### config.mk
export PLATFORM = sky130hd
export DESIGN_NAME = refcount_object_table_top
export DESIGN_NICKNAME = d
export VERILOG_FILES = /design/src/hw/rtl/rot_pkg.sv /design/src/hw/rtl/rot_ram.sv /design/src/hw/rtl/rot_ctrl.sv /design/src/hw/rtl/rot_datapath.sv /design/src/hw/rtl/refcount_object_table_top.sv
export SDC_FILE = /design/constraint.sdc
export NUM_CORES = 2
export LEC_CHECK = 0
export BUFFER_PORTS_ARGS = -buffer_cell sky130_fd_sc_hd__buf_2
export CAP_MARGIN = 30
export CORE_MARGIN = 2
export CORE_UTILIZATION = 63
export DETAILED_ROUTE_END_ITERATION = 6
export PLACE_DENSITY = 0.76
export SYNTH_ARGS = -nofsm -noshare
export SYNTH_HDL_FRONTEND = slang
export SYNTH_SLANG_ARGS = --single-unit
### constraint.sdc
create_clock -name clk -period 10.6 [get_ports clk]
set_input_delay 1.06 -clock clk [delete_from_list [all_inputs] [get_ports clk]]
set_output_delay 1.06 -clock clk [all_outputs]
set_load 0.03 [all_outputs]
### src/hw/rtl/rot_pkg.sv
// Shared types, widths and codes of the reference-counting object table.
package rot_pkg;

  localparam int DEFAULT_TABLE_DEPTH = 32;
  localparam int ADDR_W  = 32;
  localparam int SIZE_W  = 31;
  localparam int CNT_W   = 16;
  localparam int ENTRY_W = ADDR_W + SIZE_W + CNT_W;

  localparam logic signed [CNT_W-1:0] CNT_MAX = {1'b0, {(CNT_W-1){1'b1}}};
  localparam logic signed [CNT_W-1:0] CNT_MIN = {1'b1, {(CNT_W-1){1'b0}}};

  typedef enum logic [2:0] {
    OP_INSERT = 3'd0,
    OP_DELETE = 3'd1,
    OP_LOOKUP = 3'd2,
    OP_INC    = 3'd3,
    OP_DEC    = 3'd4,
    OP_SWEEP  = 3'd5
  } op_t;

  typedef enum logic [1:0] {
    ST_OK         = 2'd0,
    ST_NOT_FOUND  = 2'd1,
    ST_FULL       = 2'd2,
    ST_NONE_FREED = 2'd3
  } status_t;

  typedef enum logic [1:0] {
    S_IDLE,
    S_SCAN,
    S_FINISH
  } state_t;

  typedef struct packed {
    logic start;
    logic scan_en;
    logic finish_en;
    op_t  op;
  } ctrl_cmd_t;

  typedef struct packed {
    logic hit_stop;
    logic scan_done;
    logic out_free;
  } dp_status_t;

endpackage

### src/hw/rtl/rot_ram.sv
// Generic single-write, single-read RAM with registered read data.
module rot_ram #(
  parameter int WIDTH = 8,
  parameter int DEPTH = 2
) (
  input  logic                     clk,
  input  logic                     we,
  input  logic [$clog2(DEPTH)-1:0] waddr,
  input  logic [WIDTH-1:0]         wdata,
  input  logic                     re,
  input  logic [$clog2(DEPTH)-1:0] raddr,
  output logic [WIDTH-1:0]         rdata
);

  logic [WIDTH-1:0] mem [DEPTH];

  always_ff @(posedge clk) begin
    if (we) begin
      mem[waddr] <= wdata;
    end
    if (re) begin
      rdata <= mem[raddr];
    end
  end

endmodule

### src/hw/rtl/rot_ctrl.sv
// Controller state machine: accepts words and sequences the slot walk.
module rot_ctrl (
  input  logic               clk,
  input  logic               rst_n,
  input  logic               in_valid,
  output logic               in_stall,
  input  logic [2:0]         in_operation,
  input  rot_pkg::dp_status_t st,
  output rot_pkg::ctrl_cmd_t  cmd
);

  rot_pkg::state_t state_r, state_nxt;
  rot_pkg::op_t    op_r, op_nxt;
  logic            legal;

  always_comb begin
    unique case (rot_pkg::op_t'(in_operation))
      rot_pkg::OP_INSERT, rot_pkg::OP_DELETE, rot_pkg::OP_LOOKUP,
      rot_pkg::OP_INC, rot_pkg::OP_DEC, rot_pkg::OP_SWEEP: legal = 1'b1;
      default: legal = 1'b0;
    endcase
  end

  always_comb begin
    state_nxt = state_r;
    op_nxt    = op_r;
    unique case (state_r)
      rot_pkg::S_IDLE: begin
        if (in_valid && legal) begin
          state_nxt = rot_pkg::S_SCAN;
          op_nxt    = rot_pkg::op_t'(in_operation);
        end
      end
      rot_pkg::S_SCAN: begin
        if (st.hit_stop || st.scan_done) begin
          state_nxt = rot_pkg::S_FINISH;
        end
      end
      rot_pkg::S_FINISH: begin
        if (st.out_free) begin
          state_nxt = rot_pkg::S_IDLE;
        end
      end
      default: state_nxt = rot_pkg::S_IDLE;
    endcase
  end

  always_comb begin
    in_stall      = 1'b1;
    cmd.start     = 1'b0;
    cmd.scan_en   = 1'b0;
    cmd.finish_en = 1'b0;
    cmd.op        = op_r;
    unique case (state_r)
      rot_pkg::S_IDLE: begin
        in_stall  = 1'b0;
        cmd.start = in_valid && legal;
      end
      rot_pkg::S_SCAN:   cmd.scan_en   = 1'b1;
      rot_pkg::S_FINISH: cmd.finish_en = st.out_free;
      default: in_stall = 1'b1;
    endcase
  end

  always_ff @(posedge clk) begin
    if (!rst_n) begin
      state_r <= rot_pkg::S_IDLE;
      op_r    <= rot_pkg::OP_INSERT;
    end else begin
      state_r <= state_nxt;
      op_r    <= op_nxt;
    end
  end

endmodule

### src/hw/rtl/rot_datapath.sv
// Datapath: slot storage, valid bits, slot walk, compare and result register.
module rot_datapath #(
  parameter int TABLE_DEPTH = rot_pkg::DEFAULT_TABLE_DEPTH
) (
  input  logic                              clk,
  input  logic                              rst_n,
  input  rot_pkg::ctrl_cmd_t                cmd,
  output rot_pkg::dp_status_t               st,
  input  logic [rot_pkg::ADDR_W-1:0]        in_obj_addr,
  input  logic [rot_pkg::SIZE_W-1:0]        in_obj_size,
  output logic                              out_valid,
  input  logic                              out_stall,
  output logic [1:0]                        out_status,
  output logic [rot_pkg::ADDR_W-1:0]        out_addr,
  output logic [rot_pkg::SIZE_W-1:0]        out_size,
  output logic signed [rot_pkg::CNT_W-1:0]  out_ref_count,
  output logic                              out_last
);

  localparam int IDX_W = $clog2(TABLE_DEPTH);
  localparam int PTR_W = IDX_W + 1;
  localparam int AW = rot_pkg::ADDR_W;
  localparam int SW = rot_pkg::SIZE_W;
  localparam int CW = rot_pkg::CNT_W;

  logic [TABLE_DEPTH-1:0] valid_r, valid_nxt;
  logic [PTR_W-1:0]       rd_idx_r, rd_idx_nxt;
  logic                   c_vld_r, c_vld_nxt;
  logic [IDX_W-1:0]       c_idx_r, c_idx_nxt;
  logic [AW-1:0]          key_r, key_nxt;
  logic [SW-1:0]          size_r, size_nxt;
  logic                   hit_r, hit_nxt;
  logic [IDX_W-1:0]       hit_idx_r, hit_idx_nxt;
  logic [AW-1:0]          hit_addr_r, hit_addr_nxt;
  logic [SW-1:0]          hit_size_r, hit_size_nxt;
  logic signed [CW-1:0]   hit_cnt_r, hit_cnt_nxt;

  logic                   out_valid_r, out_valid_nxt;
  rot_pkg::status_t       out_status_r, out_status_nxt;
  logic [AW-1:0]          out_addr_r, out_addr_nxt;
  logic [SW-1:0]          out_size_r, out_size_nxt;
  logic signed [CW-1:0]   out_cnt_r, out_cnt_nxt;
  logic                   out_last_r, out_last_nxt;

  logic                       ram_we, ram_re;
  logic [IDX_W-1:0]           ram_waddr;
  logic [rot_pkg::ENTRY_W-1:0] ram_wdata, ram_rdata;

  logic [AW-1:0]        q_addr;
  logic [SW-1:0]        q_size;
  logic signed [CW-1:0] q_cnt;
  logic                 vbit, hit_cond, hit_now, single_op, pause, adv, out_free;
  logic signed [CW-1:0] new_cnt;

  rot_ram #(
    .WIDTH (rot_pkg::ENTRY_W),
    .DEPTH (TABLE_DEPTH)
  ) u_ram (
    .clk   (clk),
    .we    (ram_we),
    .waddr (ram_waddr),
    .wdata (ram_wdata),
    .re    (ram_re),
    .raddr (rd_idx_r[IDX_W-1:0]),
    .rdata (ram_rdata)
  );

  assign q_addr = ram_rdata[rot_pkg::ENTRY_W-1 -: AW];
  assign q_size = ram_rdata[CW +: SW];
  assign q_cnt  = signed'(ram_rdata[CW-1:0]);
  assign vbit   = valid_r[c_idx_r];

  always_comb begin
    hit_cond  = 1'b0;
    single_op = 1'b0;
    unique case (cmd.op)
      rot_pkg::OP_INSERT: begin
        hit_cond  = !vbit;
        single_op = 1'b1;
      end
      rot_pkg::OP_DELETE: hit_cond = vbit && (q_addr == key_r);
      rot_pkg::OP_LOOKUP, rot_pkg::OP_INC, rot_pkg::OP_DEC: begin
        hit_cond  = vbit && (q_addr == key_r);
        single_op = 1'b1;
      end
      rot_pkg::OP_SWEEP: hit_cond = vbit && (q_cnt == '0);
      default: hit_cond = 1'b0;
    endcase
  end

  always_comb begin
    new_cnt = hit_cnt_r;
    if (cmd.op == rot_pkg::OP_INC && hit_cnt_r != rot_pkg::CNT_MAX) begin
      new_cnt = hit_cnt_r + CW'(1);
    end else if (cmd.op == rot_pkg::OP_DEC && hit_cnt_r != rot_pkg::CNT_MIN) begin
      new_cnt = hit_cnt_r - CW'(1);
    end
  end

  assign out_free = !out_valid_r || !out_stall;
  assign hit_now  = c_vld_r && hit_cond;
  assign pause    = (cmd.op == rot_pkg::OP_SWEEP) && hit_now && hit_r && !out_free;
  assign adv      = cmd.scan_en && !pause;

  assign st.hit_stop  = cmd.scan_en && hit_now && single_op;
  assign st.scan_done = (rd_idx_r == PTR_W'(TABLE_DEPTH)) && !c_vld_r;
  assign st.out_free  = out_free;

  always_comb begin
    valid_nxt      = valid_r;
    rd_idx_nxt     = rd_idx_r;
    c_vld_nxt      = c_vld_r;
    c_idx_nxt      = c_idx_r;
    key_nxt        = key_r;
    size_nxt       = size_r;
    hit_nxt        = hit_r;
    hit_idx_nxt    = hit_idx_r;
    hit_addr_nxt   = hit_addr_r;
    hit_size_nxt   = hit_size_r;
    hit_cnt_nxt    = hit_cnt_r;
    ram_re         = 1'b0;
    ram_we         = 1'b0;
    ram_waddr      = hit_idx_r;
    ram_wdata      = {hit_addr_r, hit_size_r, new_cnt};
    out_valid_nxt  = out_valid_r && out_stall;
    out_status_nxt = out_status_r;
    out_addr_nxt   = out_addr_r;
    out_size_nxt   = out_size_r;
    out_cnt_nxt    = out_cnt_r;
    out_last_nxt   = out_last_r;

    if (cmd.start) begin
      rd_idx_nxt = '0;
      c_vld_nxt  = 1'b0;
      hit_nxt    = 1'b0;
      key_nxt    = in_obj_addr;
      size_nxt   = in_obj_size;
    end else if (adv) begin
      if (rd_idx_r != PTR_W'(TABLE_DEPTH)) begin
        ram_re     = 1'b1;
        c_vld_nxt  = 1'b1;
        c_idx_nxt  = rd_idx_r[IDX_W-1:0];
        rd_idx_nxt = rd_idx_r + PTR_W'(1);
      end else begin
        c_vld_nxt = 1'b0;
      end
      if (hit_now) begin
        if (cmd.op == rot_pkg::OP_SWEEP && hit_r) begin
          out_valid_nxt  = 1'b1;
          out_status_nxt = rot_pkg::ST_OK;
          out_addr_nxt   = hit_addr_r;
          out_size_nxt   = hit_size_r;
          out_cnt_nxt    = '0;
          out_last_nxt   = 1'b0;
        end
        if (cmd.op == rot_pkg::OP_SWEEP || cmd.op == rot_pkg::OP_DELETE) begin
          valid_nxt[c_idx_r] = 1'b0;
        end
        if (!hit_r || cmd.op == rot_pkg::OP_SWEEP) begin
          hit_nxt      = 1'b1;
          hit_idx_nxt  = c_idx_r;
          hit_addr_nxt = q_addr;
          hit_size_nxt = q_size;
          hit_cnt_nxt  = q_cnt;
        end
      end
    end else if (cmd.finish_en) begin
      out_valid_nxt  = 1'b1;
      out_last_nxt   = 1'b1;
      out_status_nxt = rot_pkg::ST_OK;
      out_addr_nxt   = hit_addr_r;
      out_size_nxt   = hit_size_r;
      out_cnt_nxt    = hit_cnt_r;
      unique case (cmd.op)
        rot_pkg::OP_INSERT: begin
          out_addr_nxt = key_r;
          out_size_nxt = size_r;
          out_cnt_nxt  = '0;
          ram_wdata    = {key_r, size_r, {CW{1'b0}}};
          if (hit_r) begin
            valid_nxt[hit_idx_r] = 1'b1;
            ram_we               = 1'b1;
          end else begin
            out_status_nxt = rot_pkg::ST_FULL;
          end
        end
        rot_pkg::OP_DELETE, rot_pkg::OP_LOOKUP: begin
          if (!hit_r) begin
            out_status_nxt = rot_pkg::ST_NOT_FOUND;
          end
        end
        rot_pkg::OP_INC, rot_pkg::OP_DEC: begin
          out_cnt_nxt = new_cnt;
          if (hit_r) begin
            ram_we = 1'b1;
          end else begin
            out_status_nxt = rot_pkg::ST_NOT_FOUND;
          end
        end
        rot_pkg::OP_SWEEP: begin
          out_cnt_nxt = '0;
          if (!hit_r) begin
            out_status_nxt = rot_pkg::ST_NONE_FREED;
          end
        end
        default: out_valid_nxt = 1'b0;
      endcase
      if (!hit_r) begin
        out_addr_nxt = '0;
        out_size_nxt = '0;
        out_cnt_nxt  = '0;
      end
    end
  end

  always_ff @(posedge clk) begin
    if (!rst_n) begin
      valid_r     <= '0;
      rd_idx_r    <= '0;
      c_vld_r     <= 1'b0;
      hit_r       <= 1'b0;
      out_valid_r <= 1'b0;
    end else begin
      valid_r     <= valid_nxt;
      rd_idx_r    <= rd_idx_nxt;
      c_vld_r     <= c_vld_nxt;
      hit_r       <= hit_nxt;
      out_valid_r <= out_valid_nxt;
    end
  end

  always_ff @(posedge clk) begin
    c_idx_r      <= c_idx_nxt;
    key_r        <= key_nxt;
    size_r       <= size_nxt;
    hit_idx_r    <= hit_idx_nxt;
    hit_addr_r   <= hit_addr_nxt;
    hit_size_r   <= hit_size_nxt;
    hit_cnt_r    <= hit_cnt_nxt;
    out_status_r <= out_status_nxt;
    out_addr_r   <= out_addr_nxt;
    out_size_r   <= out_size_nxt;
    out_cnt_r    <= out_cnt_nxt;
    out_last_r   <= out_last_nxt;
  end

  assign out_valid     = out_valid_r;
  assign out_status    = out_status_r;
  assign out_addr      = out_addr_r;
  assign out_size      = out_size_r;
  assign out_ref_count = out_cnt_r;
  assign out_last      = out_last_r;

endmodule

### src/hw/rtl/refcount_object_table_top.sv
// Timing: a word walks the slots one per cycle through the table RAM read port, pausing while a
// sweep result waits on a stalled output; a finish step then registers its last result word.
// The walk ends early on a hit for insert, lookup, increment and decrement.
// Throughput: one word at a time, as in_stall is held while a word is in progress, and a sweep
// delivers up to TABLE_DEPTH result words.
// Reset: synchronous and active low; all slots become free at once, with no clearing pass.
module refcount_object_table_top #(
  parameter int TABLE_DEPTH = rot_pkg::DEFAULT_TABLE_DEPTH
) (
  input  logic                              clk,
  input  logic                              rst_n,
  input  logic                              in_valid,
  output logic                              in_stall,
  input  logic [2:0]                        in_operation,
  input  logic [rot_pkg::ADDR_W-1:0]        in_obj_addr,
  input  logic [rot_pkg::SIZE_W-1:0]        in_obj_size,
  output logic                              out_valid,
  input  logic                              out_stall,
  output logic [1:0]                        out_status,
  output logic [rot_pkg::ADDR_W-1:0]        out_addr,
  output logic [rot_pkg::SIZE_W-1:0]        out_size,
  output logic signed [rot_pkg::CNT_W-1:0]  out_ref_count,
  output logic                              out_last
);

  rot_pkg::ctrl_cmd_t  cmd;
  rot_pkg::dp_status_t st;

  rot_ctrl u_ctrl (
    .clk          (clk),
    .rst_n        (rst_n),
    .in_valid     (in_valid),
    .in_stall     (in_stall),
    .in_operation (in_operation),
    .st           (st),
    .cmd          (cmd)
  );

  rot_datapath #(
    .TABLE_DEPTH (TABLE_DEPTH)
  ) u_datapath (
    .clk           (clk),
    .rst_n         (rst_n),
    .cmd           (cmd),
    .st            (st),
    .in_obj_addr   (in_obj_addr),
    .in_obj_size   (in_obj_size),
    .out_valid     (out_valid),
    .out_stall     (out_stall),
    .out_status    (out_status),
    .out_addr      (out_addr),
    .out_size      (out_size),
    .out_ref_count (out_ref_count),
    .out_last      (out_last)
  );

endmodule
Word level (Yosys, flattened, before mapping)
Memories as Yosys holds them, arrays and structs flattened. A register that Yosys moved wholly into a read port is not among the register bits.
Index checks and enable logic that the tools add are counted.
- RAM bits: 2528
- input bits: 70
- word-level logic and storage cells: 181
- output and inout bits: 84
- register bits after elaboration: 280
- memories kept: 1
- magnitude comparators: 4
- add/sub/neg operators: 3
- multiplexer cells: 75
- equal/unequal tests: 23
- bitwise operators: 5
- reductions and logical operators: 51
- memory list (memory ; depth ; width ; read ports ; clocked after memory_dff ; write ports ; RTL line ; RTL):
    u_datapath.u_ram.mem ; 32 ; 79 ; 1 ; 1 ; 1 ; rot_ram.sv:15 ; logic [WIDTH-1:0] mem [DEPTH];
- operators with widths (kind ; number):
    $mux 32 ; 12
    $mux 79 ; 4
    $mux 31 ; 6
    $mux 16 ; 7
    $and 32x32->32 ; 1
    $eq 32x32->1 ; 1
    $ne 16x16->1 const B ; 2
    $not 32->32 ; 1
    $or 32x32->32 ; 1
    $pmux 16 s2 ; 1
    $mux 1 ; 30
    $mux 2 ; 9
    $logic_and 1x1->1 ; 17
    $add 16x2->16 const B ; 1
    $logic_not 16->1 ; 1
    $sub 16x2->16 const B ; 1
    $eq 3x2->1 const B ; 4
    $eq 3x3->1 const B ; 4
    $lt 5x6->1 const B ; 2
    $pmux 2 s3 ; 2
    $reduce_or 6->1 ; 2
    $demux 1 s5 ; 2
    $ge 5x1->1 const B ; 2
    $reduce_and 3->1 ; 3
    other kinds (22) ; 45

Longest topological paths before layout
- depth after elaboration: 14
- gate-level depth with buffers: 12
- gate-level depth less buffers: 9

By module
From an unflattened synthesis, not the netlist that was laid out.
- cell total of the unflattened synthesis: 5574
- area total of the unflattened synthesis: 110920.1 µm²
- by module, submodules not included (module ; area each (µm²) ; cells an instance ; times used ; sequential area each (µm²)):
    rot_ram ; 98450.7 ; 4635 ; 1 ; 78285.1
    rot_datapath ; 12219.2 ; 910 ; 1 ; 7847.5
    rot_ctrl ; 250.2 ; 29 ; 1 ; 100.1

Least setup slack after synthesis
Ideal clock, no wire load.
- path type: reg2reg
- start point: reg u_datapath.c_idx_r[1]
- end point: reg u_datapath.hit_addr_r[0] (enable)
- path slack: 2.336 ns
- clock period less this slack: 8.264 ns
- required time: 9.970 ns
- stages on the path, launching flop included: 11
- buffers on the path: 3
- data arrival time: 7.634 ns
- setup time: 0.630 ns
- cell sequence: edfxtp_1 -> buf_6 -> buf_4 -> mux4_2 -> a221oi_2 -> o21ai_2 -> o2111a_1 -> buf_6 -> nor2_2 -> inv_1 -> nor3_1
- word-level cells in the longest chain between the ends: 11
- elaborated cells between the ends (all ways): 13
- classes of those cells: mux (3); reduce/logical (10)
- RTL lines (element ; RTL line ; RTL):
    start, declared ; rot_datapath.sv:29 ; logic [IDX_W-1:0] c_idx_r, c_idx_nxt;
    start signal, assigned ; rot_datapath.sv:233 ; c_idx_r <= c_idx_nxt;
    $bmux 1 s5 * ; rot_datapath.sv:71 ; assign vbit = valid_r[c_idx_r];
    $mux 1 (not written as such) * ; rot_datapath.sv:71 ;
    $logic_and 1x1->1 (tied with other cells) ; rot_datapath.sv:86 ; rot_pkg::OP_SWEEP: hit_cond = vbit && (q_cnt == '0);
    $pmux 1 s3 * ; rot_datapath.sv:76 ; unique case (cmd.op)
    $logic_and 1x1->1 * ; rot_datapath.sv:101 ; assign hit_now = c_vld_r && hit_cond;
    $logic_and 1x1->1 (3 in a row) ; rot_datapath.sv:102 ; assign pause = (cmd.op == rot_pkg::OP_SWEEP) && hit_now && hit_r && !out_free;
    $logic_not 1->1 ; rot_datapath.sv:103 ; assign adv = cmd.scan_en && !pause;
    $logic_and 1x1->1 ; rot_datapath.sv:103 ;
    $reduce_and 4->1 (no line) * ; - ;
    end signal, assigned ; rot_datapath.sv:237 ; hit_addr_r <= hit_addr_nxt;
    end, declared ; rot_datapath.sv:34 ; logic [AW-1:0] hit_addr_r, hit_addr_nxt;
Mark *: on every way between the ends. The rest lies on a longest branch, timed or not. The select of a mux whose other input is x is not followed.
A chain may end at the register's enable or synchronous reset.

Worst setup path after layout
- start point: reg u_datapath.c_idx_r[1]
- end point: reg u_datapath.hit_size_r[2] (enable)
- word-level cells in the longest chain between the ends: 11
- elaborated cells between the ends (all ways): 13
- classes of those cells: mux (3); reduce/logical (10)
- RTL lines (element ; RTL line ; RTL):
    $bmux 1 s5 * ; rot_datapath.sv:71 ;
    $mux 1 (not written as such) * ; rot_datapath.sv:71 ;
    $logic_and 1x1->1 (tied with other cells) ; rot_datapath.sv:86 ;
    $pmux 1 s3 * ; rot_datapath.sv:76 ;
    $logic_and 1x1->1 * ; rot_datapath.sv:101 ;
    $logic_and 1x1->1 (3 in a row) ; rot_datapath.sv:102 ;
    $logic_not 1->1 ; rot_datapath.sv:103 ;
    $logic_and 1x1->1 ; rot_datapath.sv:103 ;
    $reduce_and 4->1 (no line) * ; - ;
    end signal, assigned ; rot_datapath.sv:238 ; hit_size_r <= hit_size_nxt;
    end, declared ; rot_datapath.sv:35 ; logic [SW-1:0] hit_size_r, hit_size_nxt;
Marked as above.

==> insert_results.sql <==
INSERT INTO impl_metrics (metric_group, metric, value, unit) VALUES
('outcome', 'run_status', 'finished clean', ''),
('routing', 'vias', '57800', ''),
('die', 'core_area', '176000', 'sq um'),
('grt', 'global_route.usage.total', '34.2', '%'),
('logic_synthesis', 'synth.top_cell.area_share', '76.6', '%'),
('die', 'floorplan.initialDensity', '63.3', '%'),
('placed_design', 'gp_weighted_congestion', '0.961', ''),
('clock_network', 'clock_path_buffers', '4', ''),
('finish', 'finish.utilization', '71.6', '%'),
('finish', 'flow.area_growth_from_synthesis', '13.2', '%'),
('power_and_ir_drop', 'p_per_area', '186', 'nW/um^2'),
('finish', 'final_nets', '5391', ''),
('timing', 'unrepaired_setup_endpoints_after_global_routing', 'false', ''),
('routing', 'drt_iter0_markers', '10300', ''),
('grt', 'grt_antenna_before_repair', '28', ''),
('worst_setup_path', 'cp_data_required_time', '11.13', 'ns'),
('worst_setup_path', 'ff2ff_setup_slack', '5.62', 'ns'),
('routing', 'drt_pre_antenna_iters', '5', ''),
('clock_network', 'cts_tree', 'built', ''),
('clock_network', 'cts.repair.resized', '0', ''),
('logic_synthesis', 'postSynthAreaPerCell', '22.5', 'sq um'),
('placed_design', 'detailed_place_hpwl', '157000', 'microns'),
('logic_synthesis', 'postSynth.asyncResetShare', '0', '%'),
('clock_network', 'cts_setup_buffers', '0', ''),
('timing', 'worst_slew_pin_slew', '1.15', 'ns'),
('placed_design', 'placed_area', '116000', 'sq um'),
('power_and_ir_drop', 'ir_worst_vdd', '0.214', 'mV'),
('timing', 'relSlewSlack', '23.2', '%'),
('grt', 'wire_length_of_the_first_global_routing_pass', '431000', 'microns'),
('worst_setup_path', 'critPathArrivalTime', '5.51', 'ns'),
('run', 'max_cap_viol_count', '0', ''),
('worst_setup_path', 'path_max_fanout', '33', ''),
('die', 'rows', '154', ''),
('logic_synthesis', 'synth_edf_count', '2841', ''),
('logic_synthesis', 'synth_seq_cells', '2887', ''),
('logic_synthesis', 'dominant_synthesized_flop_cell', 'edfxtp_1', ''),
('clock_network', 'numCtsBuffers', '294', ''),
('worst_setup_path', 'r2r-start', 'u_datapath.c_idx_r[1]', ''),
('worst_setup_path', 'worstSetupEndpointType', 'flop', ''),
('hold_path', 'min_path_type', 'in2reg', ''),
('finish', 'fin_area', '126000', 'sq um'),
('routing', 'detailed_route_vias_per_instance', '7.34', ''),
('logic_synthesis', 'syn-cell-area', '111000', 'sq um'),
('power_and_ir_drop', 'pwr-share-seq', '53.4', '%'),
('clock_network', 'clock_sink_count', '2887', ''),
('worst_setup_path', 'timing.reg2reg.worst_path_depth', '12', ''),
('power_and_ir_drop', 'power.share.combinational', '3.7', '%'),
('clock_network', 'cts_hold_buffers', '0', ''),
('clock_network', 'clk_transition_reported_paths', '0.06', 'ns'),
('power_and_ir_drop', 'power_frac_clock', '42.9', '%'),
('timing', 'totalNegativeSetupSlack', '0', 'ns'),
('logic_synthesis', 'warnings_from_yosys', '0', ''),
('timing', 'finalMaxSlewViolations', '0', ''),
('logic_synthesis', 'ys_top_cells_by_area', 'edfxtp_1 (77%), mux4_2 (16%), nand2_1 (0.86%), dfxtp_1 (0.83%), mux2_2 (0.81%)', ''),
('power_and_ir_drop', 'total_switching_power', '4.87', 'mW'),
('placed_design', 'portBuffers', '153', ''),
('timing', 'fmax_achieved', '0.201', 'GHz'),
('timing', 'finalWorstPathRequiredPeriod', '4.98', 'ns'),
('die', 'die_area', '180000', 'sq um'),
('clock_network', 'clock-root-buffer', 'clkbuf_16', ''),
('die', 'boundaryPins', '154', ''),
('clock_network', 'cts.htree.levels', '5', ''),
('timing', 'post-route-period-util', '47.0', '%'),
('grt', 'grt_start_max_net_pins', '147', ''),
('routing', 'totalWireLength', '310000', 'microns'),
('logic_synthesis', 'sequential_element_share_of_the_synthesized_area', '77.4', '%'),
('power_and_ir_drop', 'power_switching_share', '20.8', '%'),
('power_and_ir_drop', 'leakagePower', '38.7', 'nW'),
('logic_synthesis', 'synth_cell_types', '68', ''),
('timing', 'count_of_endpoints_failing_hold_in_the_final_timing_report', '0', ''),
('worst_setup_path', 'setup.worst_path.class', 'reg2reg', '');
[power groups by stage]
stage | clock (mW) | combinational [mW] | sequential [mW]
4_1_cts | 10.0 | 0.838 | 12.5
5_1_grt | 10.5 | 0.899 | 12.5
3_3_place_gp | 0 | 0.788 | 12.8
3_5_place_dp | 0 | 0.818 | 12.8
2_1_floorplan | 0 | 0.574 | 12.7
6_report | 10.0 | 0.859 | 12.5
[final cells by class]
| class | count | area, sq um |
|---|---|---|
| sequential | 2887 | 86300 |
| multi-input combinational | 1770 | 24300 |
| clock buffer | 365 | 7800 |
| clock inverter | 135 | 1170 |
| antenna | 14 | 35.0 |
| tap | 2340 | 2930 |
| fill | 9384 | 49900 |
| inverter | 13 | 52.6 |
| timing repair buffer | 351 | 3510 |
[layout by cell type, fill, tap and decap left out, types with 34 or more instances in the layout]
cell type  Yosys  routed
a21oi_1       99      98
and3_1        65      65
buf_16         0      49
buf_2         14     153
buf_4          3     122
clkbuf_1     192      61
clkbuf_16      0     301
clkinv_1       0      57
clkinv_2       0      45
dfxtp_1       46      41
edfxtp_1    2841    2841
mux2_2        80      80
mux4_2       791     791
nand2_1      254     252
nor2_1        97      64
nor2_4         0      34
o2bb2ai_1     62      62
[stage by stage]
step | std cells | total power, mW | hold slack (ns) | setup WS (ns)
detailed placement | 7338 | 13.6 | 0.405 | 4.83
finish | 7875 | 23.4 | 0.301 | 5.62
CTS | 7838 | 23.4 | 0.251 | 4.97
floorplan | 4948 | 13.3 | 0.400 | 2.34
global placement | 7291 | 13.5 | 0.401 | 4.43
global route | 7866 | 23.9 | 0.281 | 5.44
[state kept, by name (all words and copies together), names as in the netlist, 2 cells and up]
signal / flops
u_datapath.u_ram.mem: 2528
u_datapath.u_ram.rdata: 79
u_datapath.hit_addr_r: 32
u_datapath.key_r: 32
u_datapath.out_addr: 32
u_datapath.valid_r: 32
u_datapath.hit_size_r: 31
u_datapath.out_size: 31
u_datapath.size_r: 31
u_datapath.hit_cnt_r: 16
u_datapath.out_ref_count: 16
u_datapath.rd_idx_r: 6
u_datapath.c_idx_r: 5
u_datapath.hit_idx_r: 5
u_ctrl.op_r: 3
u_ctrl.state_r: 2
u_datapath.out_status: 2
[worst max-delay path, cell delays in order, from the launching register on]
cell      delay (ns)
edfxtp_1        1.02
mux2i_1         0.28
o22ai_1         0.12
nor4_1          0.46
o21ai_2         0.23
o2111a_1        0.27
buf_16          0.21
nor2_4          0.08
buf_4           0.41
inv_1           0.27
nor3_2          0.25
buf_4           0.27
buf_4           0.65
[Yosys cell counts (11+ instances only)]
cell and number:
mux2_2 80, o2bb2ai_1 62, clkbuf_1 192, buf_1 57
mux2i_1 18, xnor2_1 11, nand2_1 254, and3_1 65
buf_2 14, inv_1 12, o31ai_1 13, edfxtp_1 2841
nor2b_1 15, nor3b_1 21, xor2_1 32, a21oi_1 99
nor4_1 32, dfxtp_1 46, buf_6 12, nor2_1 97
mux4_2 791, nand3_1 18, nor3_1 22
[worst max path at each step]
stage	start	endpoint	slack (ns)	depth (start not counted)
4_1_cts	u_datapath.c_idx_r[1]	u_datapath.hit_size_r[15]	4.97	11
3_5_place_dp	out_stall	u_datapath.u_ram.mem[5][18]	4.83	8
3_3_place_gp	u_datapath.c_idx_r[1]	u_datapath.u_ram.rdata[27]	4.43	10
2_1_floorplan	u_datapath.c_idx_r[1]	u_datapath.hit_addr_r[0]	2.34	10
5_1_grt	u_datapath.c_idx_r[1]	u_datapath.hit_size_r[2]	5.44	12
6_report	u_datapath.c_idx_r[1]	u_datapath.hit_size_r[2]	5.62	12
[metal layers]
layer / up-vias / track usage [%] / part of all wire [%]
li1: 21600 / - / -
met1: 30000 / 47.9 / 34
met2: 5333 / 52.5 / 47
met3: 829 / 10.3 / 14
met4: 22 / 11.6 / 4.0
met5: - / 0.582 / 0.093
[kinds of logic after synthesis]
kind of cell / after synthesis / synth area share [%]
AOI/OAI and AO/OA: 251 / 1.60
xor gates and xnor gates: 43 / 0.338
adders and majority gates: 4 / 0.0449
buffers and inverters: 291 / 1.09
DFF: 2887 / 77.4
muxes: 889 / 17.0
and+or+nand+nor: 583 / 2.53
No activity file was read; power rests on OpenSTA's default activity.
